**config.mk**
```make
export PLATFORM = sky130hd
export DESIGN_NAME = mpf_front
export DESIGN_NICKNAME = d
export VERILOG_FILES = /design/src/rtl/mpf_pkg.sv /design/src/rtl/mpf_front.sv
export SDC_FILE = /design/constraint.sdc
export NUM_CORES = 1
export LEC_CHECK = 0
export ABC_AREA = 0
export BUFFER_PORTS_ARGS = -buffer_cell sky130_fd_sc_hd__buf_4
export CAP_MARGIN = 20
export CORE_UTILIZATION = 45
export CTS_CLUSTER_DIAMETER = 150
export DETAILED_ROUTE_END_ITERATION = 10
export HOLD_SLACK_MARGIN = 0.1
export PLACE_DENSITY_LB_ADDON = 0.08
export SETUP_SLACK_MARGIN = 0.3
export SLEW_MARGIN = 20
export SYNTH_ARGS = -nofsm -noshare
export SYNTH_HDL_FRONTEND = slang
export SYNTH_SLANG_ARGS = --single-unit
```
**constraint.sdc**
```tcl
create_clock -name clk -period 1.8 [get_ports clk]
set_clock_uncertainty 0.1 [all_clocks]
set_input_delay 0.09 -clock clk [delete_from_list [all_inputs] [get_ports clk]]
set_output_delay 0.09 -clock clk [all_outputs]
set_load 0.05 [all_outputs]
```
**src/rtl/mpf_pkg.sv**
```systemverilog
`timescale 1ns / 1ps
package mpf_pkg;

  localparam int NUM_LEVELS  = 16;
  localparam int LEVEL_DEPTH = 16;
  localparam int ID_WIDTH    = 16;

  localparam int LVL_W  = $clog2(NUM_LEVELS);
  localparam int PTR_W  = $clog2(LEVEL_DEPTH);
  localparam int CNT_W  = $clog2(LEVEL_DEPTH + 1);
  localparam int STORE_DEPTH = NUM_LEVELS * LEVEL_DEPTH;
  localparam int ADDR_W = $clog2(STORE_DEPTH);

  // words parked between front and back
  localparam int QDEPTH = 2;
  localparam int QP_W   = $clog2(QDEPTH);
  localparam int QC_W   = $clog2(QDEPTH + 1);

  localparam logic KIND_ENQ = 1'b0;
  localparam logic KIND_DEQ = 1'b1;

  typedef enum logic [1:0] {
    OP_ENQ,
    OP_DEQ,
    OP_REJECT
  } op_t;

  typedef enum logic [1:0] {
    ST_ENQ   = 2'd0,
    ST_DEQ   = 2'd1,
    ST_EMPTY = 2'd2,
    ST_FULL  = 2'd3
  } status_t;

  typedef enum logic {
    S_IDLE,
    S_RD
  } state_t;

  typedef struct packed {
    op_t                 op;
    logic [ID_WIDTH-1:0] pid;
    logic [LVL_W-1:0]    lvl;
  } qword_t;

  function automatic logic [PTR_W-1:0] next_ptr(input logic [PTR_W-1:0] p);
    return (p == PTR_W'(LEVEL_DEPTH - 1)) ? '0 : p + PTR_W'(1);
  endfunction

  function automatic logic [ADDR_W-1:0] store_addr(input logic [LVL_W-1:0] lvl,
                                                  input logic [PTR_W-1:0] p);
    return ADDR_W'(lvl) * ADDR_W'(LEVEL_DEPTH) + ADDR_W'(p);
  endfunction

endpackage

```
**src/rtl/mpf_front.sv**
```systemverilog
`timescale 1ns / 1ps
module mpf_front (
  input  logic            clk,
  input  logic            rst,
  input  logic            in_valid,
  output logic            in_stall,
  input  logic            kind,
  input  logic [15:0]     proc_id,
  input  logic [3:0]      level,
  output logic            q_valid,
  output mpf_pkg::qword_t q_word,
  input  logic            q_pop
);

  mpf_pkg::qword_t              slots [mpf_pkg::QDEPTH];
  logic [mpf_pkg::QP_W-1:0]     wp;
  logic [mpf_pkg::QP_W-1:0]     rp;
  logic [mpf_pkg::QC_W-1:0]     fill;
  logic                         push;
  logic                         pop;
  mpf_pkg::qword_t              w;

  assign in_stall = (fill == mpf_pkg::QC_W'(mpf_pkg::QDEPTH));
  assign push     = in_valid && !in_stall;
  assign q_valid  = (fill != '0);
  assign pop      = q_pop && q_valid;
  assign q_word   = slots[rp];

  // classify: enqueue to a level past the last is refused up front
  always_comb begin
    w.pid = mpf_pkg::ID_WIDTH'(proc_id);
    w.lvl = mpf_pkg::LVL_W'(level);
    if (kind == mpf_pkg::KIND_DEQ) begin
      w.op = mpf_pkg::OP_DEQ;
    end else if (32'(level) < 32'(mpf_pkg::NUM_LEVELS)) begin
      w.op = mpf_pkg::OP_ENQ;
    end else begin
      w.op = mpf_pkg::OP_REJECT;
    end
  end

  always_ff @(posedge clk) begin
    if (push) begin
      slots[wp] <= w;
    end
  end

  always_ff @(posedge clk) begin
    if (rst) begin
      wp   <= '0;
      rp   <= '0;
      fill <= '0;
    end else begin
      if (push) begin
        wp <= (wp == mpf_pkg::QP_W'(mpf_pkg::QDEPTH - 1)) ? '0 : wp + mpf_pkg::QP_W'(1);
      end
      if (pop) begin
        rp <= (rp == mpf_pkg::QP_W'(mpf_pkg::QDEPTH - 1)) ? '0 : rp + mpf_pkg::QP_W'(1);
      end
      if (push && !pop) begin
        fill <= fill + mpf_pkg::QC_W'(1);
      end else if (pop && !push) begin
        fill <= fill - mpf_pkg::QC_W'(1);
      end
    end
  end

endmodule

```
==> metrics <==
status=completed; Cell Pwr Density=1510 nW/um^2; #FFs+latches synth=47; worst-skew pair later-pin latency=just under 300 ps; CP endpoint kind=flop; top cell types by occurrence after synthesis=edfxtp_1, mux2_2, dfxtp_1; RSZ-0062 raised after global routing=true; MaxCap Viol Count=0; DIE HEIGHT=roughly 64 microns; dpl hpwl=1730 microns; area grow syn2layout=66.6%; IO Port Bufs=between 40 and 50; routed len/inst=roughly 15 microns; PnR worst setup slack=251 ps; Post-DRT Antenna Nets=0; starting density of the core=0.472; CTS clock-pin slew for the worst setup and hold paths=80 ps; synth top area cells=edfxtp_1, mux2_2, dfxtp_1; number of flops mapped to enable cells by yosys=42; Clock Sinks=47; worst endpoint required time=about 1900 ps; Syn Inst Count=92; clock root cell=clkbuf_8; Inserted Clock Buffers=5; routed vias/inst=~4.7; DRC viols=0; post-synthesis net count=between 100 and 150; Post-Syn Area=approximately 1700 sq um; Nets=approximately 200; Post-Syn Area per Cell=roughly 19 sq um; Yosys top cell area share=0.725; dpl ws=around 140 ps; sequential cell area fraction in the yosys report=0.783; clock tree from TritonCTS=built; Pleak=about 1.1 nW; asr flop ratio synth=0; final period utilization=0.860; critical path class=reg -> reg; FMAX=around 650 MHz; Yosys cell types=16; filler cell count=about 220; minimum clock period after layout=approximately 1500 ps; biggest area consumer among synthesized cells=edfxtp_1; crit-path max FO=5; total gr overflow=0; deepest clock path buffer count=2; num ports=49; gp weighted congestion=between 0.6 and 0.7; total global-route track usage=0.151; synth warn=0; HP Class=in -> reg; Fin Setup TNS=0 ps; number of antenna diodes=0; count leader, synth=edfxtp_1; chip width=64.2 microns; max-slew violation count=0; antenna violations before repair=0; vias in the first global route=between 1,000 and 1,500; DR pass1 iterations=4; crit path DAT=~1700 ps; die area=4120 sq um; # H-tree levels=2; Worst Hold Path Cells=4; Setup violations, final=0; final WL=around 3300 microns; Final Hold Viols=0; largest net degree at the start of global routing=22; share of cells above drive strength 1=0.545; routed via count=around 1,100; first-pass GRT wire length=between 4000 and 5000 microns; Setup crit start kind=flop; initial DRC count=54; worst hold slack=approximately 130 ps; row count=22; worst r2r path cells=6; core area=between 3000 and 4000 sq um; maximum VDD drop=about 1 mV; Post-synth top flop=edfxtp_1
-- metal layers --
layer	part of all wire	track usage	vias up	routed length (microns)
li1	-	-	513	-
met2	0.51	0.266	36	1700
met5	0	0	-	0
met3	0.044	0.0393	6	147
met1	0.42	0.170	497	1400
met4	0.025	0.0722	0	84
-- final cells by class --
cell class | instances | area [sq um] | area share
repair buffers | 76 | 857 | 0.296
repair inverters | 3 | 22.5 | 0.00777
inverters | 2 | 11.3 | 0.00389
flip-flops and latches | 47 | 1370 | 0.473
well taps | 48 | 60.1 | 0.0207
clock buffers | 5 | 68.8 | 0.0237
clock inverters | 3 | 38.8 | 0.0134
multi-input cells | 40 | 469 | 0.162
-- timing repair --
item / in CTS / in global routing
gates cloned: 2 / 4
setup buffers: 1 / 0
pin swaps: 1 / 2
gates resized for setup: 6 / 74
endpoints found under the setup margin: 43 / 38
hold buffers: 23 / 0
hold endpoints to repair: 47 / 0
-- cell usage in the layout, fill, tap and decap left out, types with 2 or more instances in the layout --
cell           count
edfxtp_1          42
clkbuf_16          2
dfxtp_4            2
o21ai_0            2
mux2_4            21
clkinvlp_4         4
xor2_1             2
clkbuf_8           5
dlygate4sd3_1     23
buf_8             22
dfxtp_1            2
buf_4             26
a21oi_1            2
nor2_1             3
buf_12             2
-- registers in the layout, indices dropped and copies added, names as in the netlist, named ones only --
| register | flops |
|---|---|
| rp | 1 |
| wp | 1 |
| fill | 2 |
| slots | 42 |
-- report_power, final --
| group | total (mW) | switching [mW] | internal, mW |
|---|---|---|---|
| Sequential | 1.49 | 0.0987 | 1.39 |
| Combinational | 2.16 | 1.14 | 1.02 |
| Clock | 0.726 | 0.320 | 0.406 |
| Total | 4.37 | 1.55 | 2.82 |
-- kinds of logic (layout without fill, tap and decap cells) --
kind of cell               count (synthesis)  count (layout)  synth area share
xor gates and xnor gates                   3               3            0.0151
adders and majority gates                  1               1           0.00719
and+or+nand+nor                            9               9            0.0281
buffers and inverters                      5              89            0.0144
muxes                                     21              21             0.136
AOI/OAI and AO/OA                          5               5            0.0144
DFF                                       47              47             0.783
other                                      1               1           0.00216
-- through the flow --
step	cells	utilization	power, mW	cell area, sq um
floorplan	92	-	2.55	1750
global placement	186	0.590	2.94	2170
detailed placement	186	0.590	2.97	2170
CTS	220	0.691	3.80	2550
global route	224	0.786	4.53	2900
finish	224	0.786	4.37	2900
-- worst max-delay path, cell delays in order (launching register included) --
cell and delay [ps]:
dfxtp_2 370, nor2b_4 190, nor2_2 70, ha_4 150, xor2_1 150, or3_1 320
a21oi_1 130
-- path summary, 6_finish.rpt --
kind | from | end | slack (ps)
setup / recovery | fill[1] | fill[1] | 250
setup reg to reg | fill[1] | fill[1] | 250
hold / removal | q_pop | flop | 130
hold reg to reg | wp | wp | 390
No activity file was read; power rests on OpenSTA's default activity.
